==> src/design/mcwd_pkg.sv <==
// shared types and constants of the multi-channel watchdog supervisor
package mcwd_pkg;

	localparam int NUM_CHANNELS   = 3;
	localparam int HEALTH_CHANNEL = 2;
	localparam int MS_PER_S       = 1000;

	localparam int KIND_W     = 2;
	localparam int CHAN_W     = 2;
	localparam int TMO_W      = 16;
	localparam int NOW_W      = 40;
	localparam int DEADLINE_W = 42;
	localparam int PROD_W     = 26;
	localparam int MASK_W     = 3;
	localparam int CNT_W      = 32;

	typedef enum logic [KIND_W-1:0] {
		KIND_ARM     = 2'd0,
		KIND_DISARM  = 2'd1,
		KIND_STALL   = 2'd2,
		KIND_CHECK   = 2'd3
	} kind_t;

	// one input item, with its accept flag, as seen by every channel
	typedef struct packed {
		logic             accept;
		kind_t            kind;
		logic [TMO_W-1:0] tmo_sec;
		logic [NOW_W-1:0] now_ms;
	} cmd_t;

	// per-channel state after the item, plus check outcome
	typedef struct packed {
		logic armed;
		logic reported;
		logic flagged;
		logic newly;
	} chan_status_t;

endpackage

==> src/design/mcwd_chan.sv <==
// one watchdog channel: deadline, armed and reported marks, overdue check
module mcwd_chan (
	input  logic                  clk,
	input  logic                  arst_n,
	input  mcwd_pkg::cmd_t        cmd,
	input  logic                  sel,
	input  logic                  force_flag,
	output mcwd_pkg::chan_status_t status
);
	import mcwd_pkg::*;

	logic signed [DEADLINE_W-1:0] deadline_q;
	logic                         armed_q;
	logic                         reported_q;

	logic [PROD_W-1:0]            tmo_ms;
	logic signed [DEADLINE_W-1:0] now_ext;
	logic signed [DEADLINE_W-1:0] deadline_d;
	logic                         armed_d;
	logic                         reported_d;
	logic                         overdue;
	logic                         flag;

	assign tmo_ms  = PROD_W'(cmd.tmo_sec) * PROD_W'(MS_PER_S);
	assign now_ext = $signed({{(DEADLINE_W-NOW_W){1'b0}}, cmd.now_ms});
	assign overdue = armed_q && (now_ext > deadline_q);
	assign flag    = overdue || force_flag;

	always_comb begin
		deadline_d = deadline_q;
		armed_d    = armed_q;
		reported_d = reported_q;
		if (cmd.accept) begin
			case (cmd.kind)
				KIND_CHECK: begin
					if (flag)
						reported_d = 1'b1;
				end
				KIND_ARM: begin
					if (sel) begin
						armed_d    = 1'b1;
						reported_d = 1'b0;
						deadline_d = now_ext + $signed({{(DEADLINE_W-PROD_W){1'b0}}, tmo_ms});
					end
				end
				KIND_DISARM: begin
					if (sel) begin
						armed_d    = 1'b0;
						reported_d = 1'b0;
					end
				end
				KIND_STALL: begin
					if (sel) begin
						armed_d    = 1'b1;
						deadline_d = now_ext - DEADLINE_W'(1);
					end
				end
				default: ;
			endcase
		end
	end

	always_ff @(posedge clk or negedge arst_n) begin
		if (!arst_n) begin
			deadline_q <= '0;
			armed_q    <= 1'b0;
			reported_q <= 1'b0;
		end else begin
			deadline_q <= deadline_d;
			armed_q    <= armed_d;
			reported_q <= reported_d;
		end
	end

	always_comb begin
		status.armed    = armed_d;
		status.reported = reported_d;
		status.flagged  = (cmd.kind == KIND_CHECK) && flag;
		status.newly    = (cmd.kind == KIND_CHECK) && flag && !reported_q;
	end

endmodule

==> src/design/multi_channel_watchdog_supervisor_top.sv <==
// top level of the multi-channel watchdog supervisor
//
// channel  dir  tdata fields (lsb first)                          tuser
// s_*      in   channel, tmo_sec, now_ms, health_ok (64 bits)      kind
// m_*      out  feed, starved, newly_reported, reported_mask,      -
//               armed_mask, feed_count, starved_count (80 bits)
//
// one transaction per cycle while s_tready is high; each accepted item is captured in the output register
// channel state is updated at the input edge so the next item sees it at once
// the output register holds a result while m_tready is low; s_tready follows it
// reset clears all deadlines, marks, counters and the output valid
module multi_channel_watchdog_supervisor_top (
	input  logic        clk,
	input  logic        arst_n,
	input  logic        s_tvalid,
	output logic        s_tready,
	input  logic [63:0] s_tdata,  // channel[1:0], tmo_sec[17:2], now_ms[57:18], health_ok[58]
	input  logic [1:0]  s_tuser,  // kind[1:0]
	output logic        m_tvalid,
	input  logic        m_tready,
	output logic [79:0] m_tdata   // feed[0], starved[1], newly_reported[4:2],
	                              // reported_mask[7:5], armed_mask[10:8],
	                              // feed_count[42:11], starved_count[74:43]
);
	import mcwd_pkg::*;

	logic                 accept;
	cmd_t                 cmd;
	logic [CHAN_W-1:0]    channel;
	logic                 health_ok;
	logic                 is_check;
	chan_status_t         status [NUM_CHANNELS];
	logic [NUM_CHANNELS-1:0] flagged;
	logic [MASK_W-1:0]    newly_mask;
	logic [MASK_W-1:0]    rep_mask;
	logic [MASK_W-1:0]    arm_mask;
	logic                 any_flag;

	logic [CNT_W-1:0]     feed_cnt_q;
	logic [CNT_W-1:0]     starve_cnt_q;
	logic [CNT_W-1:0]     feed_cnt_d;
	logic [CNT_W-1:0]     starve_cnt_d;
	logic                 out_valid_q;
	logic [79:0]          out_data_q;

	assign s_tready  = !out_valid_q || m_tready;
	assign accept    = s_tvalid && s_tready;
	assign channel   = s_tdata[1:0];
	assign health_ok = s_tdata[58];

	always_comb begin
		cmd.accept  = accept;
		cmd.kind    = kind_t'(s_tuser);
		cmd.tmo_sec = s_tdata[17:2];
		cmd.now_ms  = s_tdata[57:18];
	end

	assign is_check = (cmd.kind == KIND_CHECK);

	for (genvar i = 0; i < NUM_CHANNELS; i++) begin : g_chan
		mcwd_chan u_chan (
			.clk        (clk),
			.arst_n     (arst_n),
			.cmd        (cmd),
			.sel        (4'(channel) == 4'(i)),
			.force_flag ((i == HEALTH_CHANNEL) && !health_ok),
			.status     (status[i])
		);
		assign flagged[i] = status[i].flagged;
	end

	// mask bits above the channel count are tied to zero; channels above the mask width are cut off
	for (genvar b = 0; b < MASK_W; b++) begin : g_mask
		if (b < NUM_CHANNELS) begin : g_live
			assign newly_mask[b] = status[b].newly;
			assign rep_mask[b]   = status[b].reported;
			assign arm_mask[b]   = status[b].armed;
		end else begin : g_none
			assign newly_mask[b] = 1'b0;
			assign rep_mask[b]   = 1'b0;
			assign arm_mask[b]   = 1'b0;
		end
	end

	assign any_flag = |flagged;

	always_comb begin
		feed_cnt_d   = feed_cnt_q;
		starve_cnt_d = starve_cnt_q;
		if (accept && is_check) begin
			if (any_flag)
				starve_cnt_d = starve_cnt_q + CNT_W'(1);
			else
				feed_cnt_d = feed_cnt_q + CNT_W'(1);
		end
	end

	always_ff @(posedge clk or negedge arst_n) begin
		if (!arst_n) begin
			feed_cnt_q   <= '0;
			starve_cnt_q <= '0;
			out_valid_q  <= 1'b0;
		end else begin
			feed_cnt_q   <= feed_cnt_d;
			starve_cnt_q <= starve_cnt_d;
			if (accept)
				out_valid_q <= 1'b1;
			else if (m_tready)
				out_valid_q <= 1'b0;
		end
	end

	always_ff @(posedge clk) begin
		if (accept) begin
			out_data_q <= {5'b0, starve_cnt_d, feed_cnt_d, arm_mask, rep_mask,
				(is_check ? newly_mask : MASK_W'(0)),
				(is_check && any_flag), (is_check && !any_flag)};
		end
	end

	assign m_tvalid = out_valid_q;
	assign m_tdata  = out_data_q;

`ifndef SYNTHESIS
	// a check always yields exactly one of feed and starved
	a_check_outcome: assert property (@(posedge clk) disable iff (!arst_n)
		accept && is_check |=> m_tvalid && (m_tdata[0] ^ m_tdata[1]))
		else $error("check result without single feed/starved");

	// a channel first reported must now carry its reported mark
	a_newly_subset: assert property (@(posedge clk) disable iff (!arst_n)
		m_tvalid |-> ((m_tdata[4:2] & ~m_tdata[7:5]) == '0))
		else $error("newly reported channel without reported mark");

	// a feeding check reports nothing new
	a_feed_quiet: assert property (@(posedge clk) disable iff (!arst_n)
		m_tvalid && m_tdata[0] |-> (m_tdata[4:2] == '0))
		else $error("feed with newly reported channel");

	// only checks move the counters
	a_cnt_hold: assert property (@(posedge clk) disable iff (!arst_n)
		!(accept && is_check) |=> $stable(feed_cnt_q) && $stable(starve_cnt_q))
		else $error("counter moved without a check");
`endif

endmodule
==> config.mk <==
export PLATFORM = sky130hd
export DESIGN_NAME = multi_channel_watchdog_supervisor_top
export DESIGN_NICKNAME = d
export VERILOG_FILES = /design/src/design/mcwd_pkg.sv /design/src/design/mcwd_chan.sv /design/src/design/multi_channel_watchdog_supervisor_top.sv
export SDC_FILE = /design/constraint.sdc
export NUM_CORES = 1
export LEC_CHECK = 0
export ABC_AREA = 1
export BUFFER_PORTS_ARGS = -buffer_cell sky130_fd_sc_hd__clkbuf_2
export CAP_MARGIN = 20
export CORE_ASPECT_RATIO = 1.5
export CORE_UTILIZATION = 56
export DETAILED_ROUTE_END_ITERATION = 8
export PLACE_DENSITY = 0.78
export REMOVE_ABC_BUFFERS = 1
export SLEW_MARGIN = 20
export SYNTH_ARGS = -nofsm -noshare
export SYNTH_HDL_FRONTEND = slang
export SYNTH_SLANG_ARGS = --single-unit
==> constraint.sdc <==
create_clock -name clk -period 2.7 [get_ports clk]
set_input_delay 0.27 -clock clk [delete_from_list [all_inputs] [get_ports clk]]
set_output_delay 0.27 -clock clk [all_outputs]
set_load 0.01 [all_outputs]
==> run metrics, run 1 <==
CP startpoint=s_tdata[5]; EDFF count, synth=75; final worst-path cycle share=195%; register area share after synthesis=between 30% and 40%; CORE AREA=36,100 µm²; Max stage delay on crit path=about 0.57 ns; status=finished, violations left; worst path required time=3.17 ns; family with the most delay on the worst path=adder cells; via total after detailed routing=20,448; clock share of power=9.1%; TritonCTS clock tree=built; share of total power in combinational logic=77.2%; startpoint types=input port; Final Hold Vio Count=0; first-pass GRT wire length=102,000 µm; Setup CP Type=input port to register; Final TNS setup=-215.72 ns; Ys Warns=0; post-detail-place hpwl=slightly above 50,000 µm; vias in the first global route=just over 20,000; layout cells sized above 1=between 20% and 30%; Crit. End Element=register; Leak=13.4 nW; fin worst setup slack=-2.56 ns; WP buf/inv=5; failing checks=negative setup slack; Yosys reg bits=roughly 270; gr ovfl total=0; Max-cap violations=0; Peak Freq=roughly 0.19 GHz; clock buffer depth=3; synthesized cell area=between 20,000 and 25,000 µm²; slowest stage cell on the critical path=fa_1; Worst VDD drop=between 1 and 1.5 mV; Reg-to-Reg Start=g_chan[0].u_chan.deadline_q[17]; Avg WL per Cell=18.6 µm; RSZ-0062 raised after global routing=true; Antenna Cells=0; Starting DRT DRC Count=1,692; Reg power frac=a little over an eighth; initial core utilization=57.0%; # clock sinks=about 270; RePlAce Congestion=roughly 1.0; Fill cells=2,540; worst-path maximum fanout=4; P per Cell Area=roughly 1500 nW/µm²; clock skew=around 0.014 ns; All-Layer GR Usage=between 30% and 40%; DRT antenna net count=0; top_reg_cell synth=dfrtp_1; DR pass1 iterations=7; synth unique cells=just under 60; relative slew slack=between 30% and 40%; worst hold path type=input port to register; htree depth=1; setup slack after placement=-3.71 ns; top-level port count=about 150; CTS root buffer=clkbuf_16; Routed WL=68,500 µm; clk slew on worst S/H paths=about 0.060 ns; synthesis-to-finish area growth=32.8%; layout net count=approximately 3,500; vias per cell=5.55; overall die area=roughly 37,000 µm²; sw power=0.0185 W; min-delay src=m_tready; Port Buf Inserts=between 100 and 150; Switching Fraction=roughly 46%; Final setup viols=146; fraction of registers with async set/reset=approximately 72%; Worst Tran Pin Value=0.974 ns; Cell Rows=85; Residual DRC=0; Pins Over Slew Limit=0; total CTS buffers=27; Avg Cell Area, Syn=7.61 µm²; final hold slack=about 0.036 ns; initial antenna violation count=0; internal power=between 0.02 and 0.025 W; Skew-Pair Late Insertion Delay=0.55 ns; die width=~160 µm; Synth Instances=between 2,000 and 3,000; pin count of the biggest net entering global routing=86; CP arrival=5.74 ns; fin crit period=5.26 ns; Die Y=237 µm
-- sequential cells by signal, indices dropped and copies added, names as in the netlist --
signal                    cells
g_chan.u_chan.reported_q      3
g_chan.u_chan.armed_q         3
starve_cnt_q                 32
g_chan.u_chan.deadline_q    126
m_tvalid                      1
m_tdata                      75
feed_cnt_q                   32
-- power by group through the flow --
stage / Clock (W) / Sequential (W) / Combinational, W
finish: 0.00361 / 0.00547 / 0.0308
floorplan: 0 / 0.00546 / 0.00985
global placement: 0 / 0.00550 / 0.0193
CTS: 0.00366 / 0.00546 / 0.0241
detailed placement: 0 / 0.00553 / 0.0196
global route: 0.00382 / 0.00555 / 0.0327
-- metrics by stage --
stage / instances / util (%) / instance area, µm² / total power [W]
after floorplan: 2645 / - / 20200 / 0.0153
after global placement: 3598 / 67.0 / 24100 / 0.0248
after detailed placement: 3598 / 67.0 / 24100 / 0.0251
after CTS: 3663 / 72.0 / 26000 / 0.0333
after global routing: 3684 / 75.6 / 27300 / 0.0421
final: 3684 / 75.6 / 27300 / 0.0399
-- worst min-delay path: stages --
cell and delay, ns:
clkbuf_2 0.09, inv_2 0.03, nand2_2 0.08, nand2_1 0.06
-- cell families (layout without fill, tap and decap cells) --
group	count (synthesis)	count (layout)	share of synthesized area [%]
buffers and inverters	539	1043	10.4
flip-flops	272	272	35.0
multiplexers	1	1	0.0487
other	1	5	0.0183
AO/OA/AOI/OAI	353	353	9.20
XOR/XNOR	36	36	1.53
adder cells (fa/ha/maj)	257	257	17.7
AND/OR/NAND/NOR	1239	1239	26.2
-- layer usage --
| layer | global-route usage [%] | wire (µm) |
|---|---|---|
| met1 | 34.5 | 23000 |
| met2 | 65.8 | 35800 |
| met3 | 4.76 | 3250 |
| met4 | 28.1 | 6430 |
| met5 | 0 | 0 |
-- worst paths after layout --
kind,slack (ns),cells after the start,endpoint
setup / recovery,-2.56,30,g_chan[2].u_chan.deadline_q[28]
hold / removal,0.04,4,m_tvalid
setup reg to reg,-0.11,20,m_tdata[11]
hold reg to reg,0.48,2,g_chan[0].u_chan.deadline_q[26]
max in group asynchronous,1.57,3,g_chan[1].u_chan.deadline_q[12]
min in group asynchronous,0.35,2,feed_cnt_q[24]
-- cells in the final DEF, fill, tap and decap left out, types with 6 or more instances in the layout --
cell / instances
nand2_1: 624
inv_1: 445
buf_4: 330
dfrtp_1: 197
ha_1: 174
nor2_1: 168
clkbuf_2: 137
nand3_1: 107
o21ai_0: 81
edfxtp_1: 75
o21ai_1: 74
a21oi_1: 70
nand2_2: 57
nand4_1: 56
fa_1: 55
nor2_2: 41
nand3_2: 40
buf_6: 36
nor3_1: 35
inv_2: 34
o21ai_2: 33
a21oi_2: 28
ha_4: 28
clkbuf_16: 27
nand2_4: 23
nor2_4: 21
a21oi_4: 14
xnor2_1: 13
xor2_1: 12
nand3b_1: 12
nor3_2: 10
a21o_1: 10
nor4_1: 9
clkbuf_1: 9
o21ai_4: 7
nor3_4: 6
clkinv_2: 6
buf_12: 6
-- what timing repair did --
| action | 4_1_cts | 5_1_grt |
|---|---|---|
| pin swaps | 90 | 104 |
| setup endpoints to repair | 193 | 227 |
| gates resized for setup | 275 | 272 |
| setup buffers | 17 | 22 |
| hold buffers | 1 | 0 |
| hold endpoints to repair | 80 | 0 |
-- synthesized netlist by cell type, types with 4 or more instances --
| library cell | number | area share, % |
|---|---|---|
| nand4_1 | 56 | 1.7 |
| o21a_1 | 5 | 0.18 |
| nand2_2 | 6 | 0.18 |
| xor2_1 | 18 | 0.77 |
| nand3_2 | 6 | 0.29 |
| nor2_2 | 21 | 0.64 |
| nor4_1 | 12 | 0.37 |
| nor3_1 | 46 | 1.1 |
| buf_2 | 11 | 0.27 |
| clkbuf_1 | 29 | 0.53 |
| buf_4 | 7 | 0.26 |
| dfrtp_1 | 197 | 24 |
| nor3_2 | 5 | 0.24 |
| fa_1 | 55 | 5.4 |
| a21o_1 | 10 | 0.37 |
| nand3b_1 | 12 | 0.44 |
| o21bai_1 | 7 | 0.26 |
| o21ai_0 | 176 | 4.3 |
| nor2_1 | 204 | 3.7 |
| buf_6 | 7 | 0.38 |
| nand2_4 | 4 | 0.22 |
| and2_1 | 5 | 0.15 |
| or2_2 | 4 | 0.12 |
| edfxtp_1 | 75 | 11 |
| a31oi_1 | 4 | 0.12 |
| o21ai_1 | 18 | 0.44 |
| a21oi_1 | 112 | 2.7 |
| nor2_4 | 5 | 0.27 |
| inv_2 | 9 | 0.16 |
| nand3_1 | 146 | 3.6 |
| nand2_1 | 698 | 13 |
| ha_1 | 202 | 12 |
| inv_1 | 472 | 8.6 |
| o211ai_1 | 5 | 0.18 |
| xnor2_1 | 18 | 0.77 |
-- final cells by class --
class	count	area, µm²	area share [%]
Clock buffer	38	737	2.70
Timing Repair Buffer	512	3730	13.7
Multi-Input combinational cell	1891	13100	48.1
Clock inverter	11	87.6	0.321
Tap cell	478	598	2.19
Inverter	482	1820	6.67
Sequential cell	272	7180	26.3
(Power assumes the default switching activity.)
==> run 2, diff against run 1 <==
Settings changed: CELL_PAD_IN_SITES_DETAIL_PLACEMENT from default to 1, CELL_PAD_IN_SITES_GLOBAL_PLACEMENT from default to 1, CORE_UTILIZATION 56 to 42, MAX_ROUTING_LAYER from default to met4, PLACE_DENSITY 0.78 to default, PLACE_DENSITY_LB_ADDON from default to 0.1.
==> run metrics, run 2 (synthesis gave the netlist of run 1 again) <==
status=finished, violations left (unchanged); failing checks=negative setup slack (unchanged); worst-path maximum fanout=4 (unchanged); Hold Path End=g_chan[2].u_chan.reported_q (was m_tvalid); clk slew on worst S/H paths=0.06 ns (about the same); Starting DRT DRC Count=893 (was 1,692); die width=183 µm (was 158 µm); gr ovfl total=0 (unchanged); worst hold path type=input port to register (unchanged); DR pass1 iterations=5 (was 7); hold path depth=3 (was 4); CTS root buffer=clkbuf_16 (unchanged); Final Hold Vio Count=0 (unchanged); M2 GR Usage=59.6% (was 65.8%); Avg WL per Cell=21.0 µm (was 18.6 µm); Port Buf Inserts=141 (unchanged); Die Y=273 µm (was 237 µm); Residual DRC=0 (unchanged); commonest non-fill, non-tap cell in the layout=nand2_1 (unchanged); # clock sinks=272 (unchanged); total CTS buffers=29 (was 27); commonest cells after routing, fill and taps aside=nand2_1 (609), inv_1 (438), buf_4 (334) (was nand2_1 (624), inv_1 (445), buf_4 (330)); min-delay src=s_tvalid (was m_tready); Global Route met1 Usage=30.5% (was 34.5%); via total after detailed routing=20,749 (was 20,448); RePlAce Congestion=0.926 (was 0.999); vias per cell=5.36 (was 5.55); max reg flops=126 (unchanged); RSZ-0062 raised after global routing=true (unchanged); CORE AREA=47,900 µm² (was 36,100 µm²); Worst Tran Pin Value=1.03 ns (was 0.974 ns); Setup CP Type=input port to register (unchanged); fin crit period=5.46 ns (was 5.26 ns); TritonCTS clock tree=built (unchanged); initial core utilization=42.8% (was 57.0%); Worst VDD drop=1.38 mV (was 1.28 mV); Max-cap violations=0 (unchanged); reg2reg path depth=18 (was 20); clock buffer depth=3 (unchanged); Leak=13.7 nW (was 13.4 nW); CP arrival=5.88 ns (was 5.74 ns); clock skew=0.0286 ns (was 0.0137 ns); footprint of the multi-input gates=13,500 µm² (was 13,100 µm²); top-level port count=152 (unchanged); layer carrying the most global-route usage=met2 (unchanged); initial antenna violation count=0 (unchanged); fin worst setup slack=-2.76 ns (was -2.56 ns); Layout Cells excl Fill=3,870 (was 3,684); Top reg by flops=g_chan.u_chan.deadline_q (unchanged); Pins Over Slew Limit=0 (unchanged); Routed WL=81,300 µm (was 68,500 µm); layout net count=3,525 (was 3,513); relative slew slack=31.5% (was 35.0%); Antenna Cells=0 (unchanged); Peak Freq=0.183 GHz (was 0.190 GHz); final worst-path cycle share=202% (was 195%); layout cells sized above 1=31.2% (was 29.3%); Crit. End Element=register (unchanged); htree depth=1 (unchanged); P per Cell Area=1500 nW/µm² (was 1460 nW/µm²); reg-to-reg slack, setup=-0.06 ns (was -0.11 ns); reg2reg end=m_tdata[53] (was m_tdata[11]); worst path required time=3.12 ns (was 3.17 ns); first-pass GRT wire length=119,000 µm (was 102,000 µm); All-Layer GR Usage=31.6% (was 35.5%); total power=0.0422 W (was 0.0399 W); Final setup viols=136 (was 146); overall die area=49,800 µm² (was 37,500 µm²); synthesis-to-finish area growth=37.0% (was 32.8%); post-detail-place hpwl=58,400 µm (was 50,900 µm); Fill cells=5,802 (was 2,540); register area=7180 µm² (unchanged); DRT antenna net count=0 (unchanged); pin count of the biggest net entering global routing=76 (was 86); Cell Rows=98 (was 85); Skew-Pair Late Insertion Delay=0.57 ns (was 0.55 ns); startpoint types=input port (unchanged); DP Cell Count=3,769 (was 3,598); vias in the first global route=22,571 (was 20,461); Reg-to-Reg Start=g_chan[2].u_chan.deadline_q[13] (was g_chan[0].u_chan.deadline_q[17]); grt met3 use=2.37% (was 4.76%)
run 2: how the worst max path moves through the flow:
| stage | start | end | cells after the start |
|---|---|---|---|
| finish | s_tdata[6] | g_chan[2].u_chan.deadline_q[29] | 27 |
| global route | s_tdata[6] | g_chan[1].u_chan.deadline_q[26] | 32 |
| CTS | s_tdata[3] | g_chan[2].u_chan.deadline_q[30] | 30 |
| detailed placement | s_tdata[8] | g_chan[2].u_chan.deadline_q[30] | 31 |
| global placement | s_tdata[3] | g_chan[0].u_chan.deadline_q[30] | 31 |
| floorplan | s_tdata[2] | g_chan[0].u_chan.deadline_q[34] | 28 |
run 2: final cells by class:
type / count / share of cell area (%)
multi-input cells: 1891 / 47.9
flip-flops and latches: 272 / 25.5
repair buffers: 522 / 13.9
inverters: 482 / 6.60
well taps: 650 / 2.89
clock buffers: 38 / 2.77
clock inverters: 15 / 0.391
run 2: power breakdown:
| part | total [W] | switching [W] | leakage [nW] | internal (W) |
|---|---|---|---|---|
| Sequential | 0.00548 | 0.000402 | 3.09 | 0.00508 |
| Combinational | 0.0329 | 0.0182 | 10.2 | 0.0147 |
| Clock | 0.00385 | 0.00172 | 0.438 | 0.00213 |
run 2: metrics by stage:
| stage | TNS (ns) | setup slack, ns | instance area (µm²) | utilization (%) | hold slack, ns |
|---|---|---|---|---|---|
| 2_1_floorplan | -283.75 | -2.76 | 20200 | - | -0.0256 |
| 3_3_place_gp | -317.72 | -3.59 | 24400 | 50.9 | 0.320 |
| 3_5_place_dp | -336.93 | -3.80 | 24400 | 50.9 | 0.317 |
| 4_1_cts | -209.70 | -2.40 | 26900 | 56.1 | 0.0947 |
| 5_1_grt | -276.36 | -2.92 | 28100 | 58.7 | 0.140 |
| 6_report | -244.50 | -2.76 | 28100 | 58.7 | 0.111 |
run 2: routing by layer:
layer	vias up	wire, µm
met1	10197	28100
met4	0	7200
met5	-	0
met2	567	43300
li1	9665	-
met3	320	2750
run 2: critical path, cell delays in order:
cell	delay, ns
buf_8	0.09
inv_8	0.04
fa_1	0.58
fa_1	0.48
fa_1	0.54
fa_1	0.60
inv_2	0.06
ha_4	0.33
nand2_4	0.10
buf_12	0.14
nor3_4	0.20
buf_6	0.16
a31oi_4	0.12
buf_6	0.16
xnor2_2	0.14
ha_4	0.30
buf_4	0.12
nand2_2	0.16
o21a_4	0.32
o21bai_4	0.18
nand2_1	0.11
nand3_2	0.14
nand2_2	0.10
nand2_4	0.14
nand2_2	0.10
nand3_1	0.08
o21ai_0	0.09
run 2: repair_timing:
item | 4_1_cts | 5_1_grt
hold buffers | 3 | 0
endpoints found under the setup margin | 204 | 232
resized for setup | 396 | 257
setup buffers | 27 | 25
hold endpoints to repair | 61 | 0
cloned | 0 | 0
pin swaps | 122 | 146
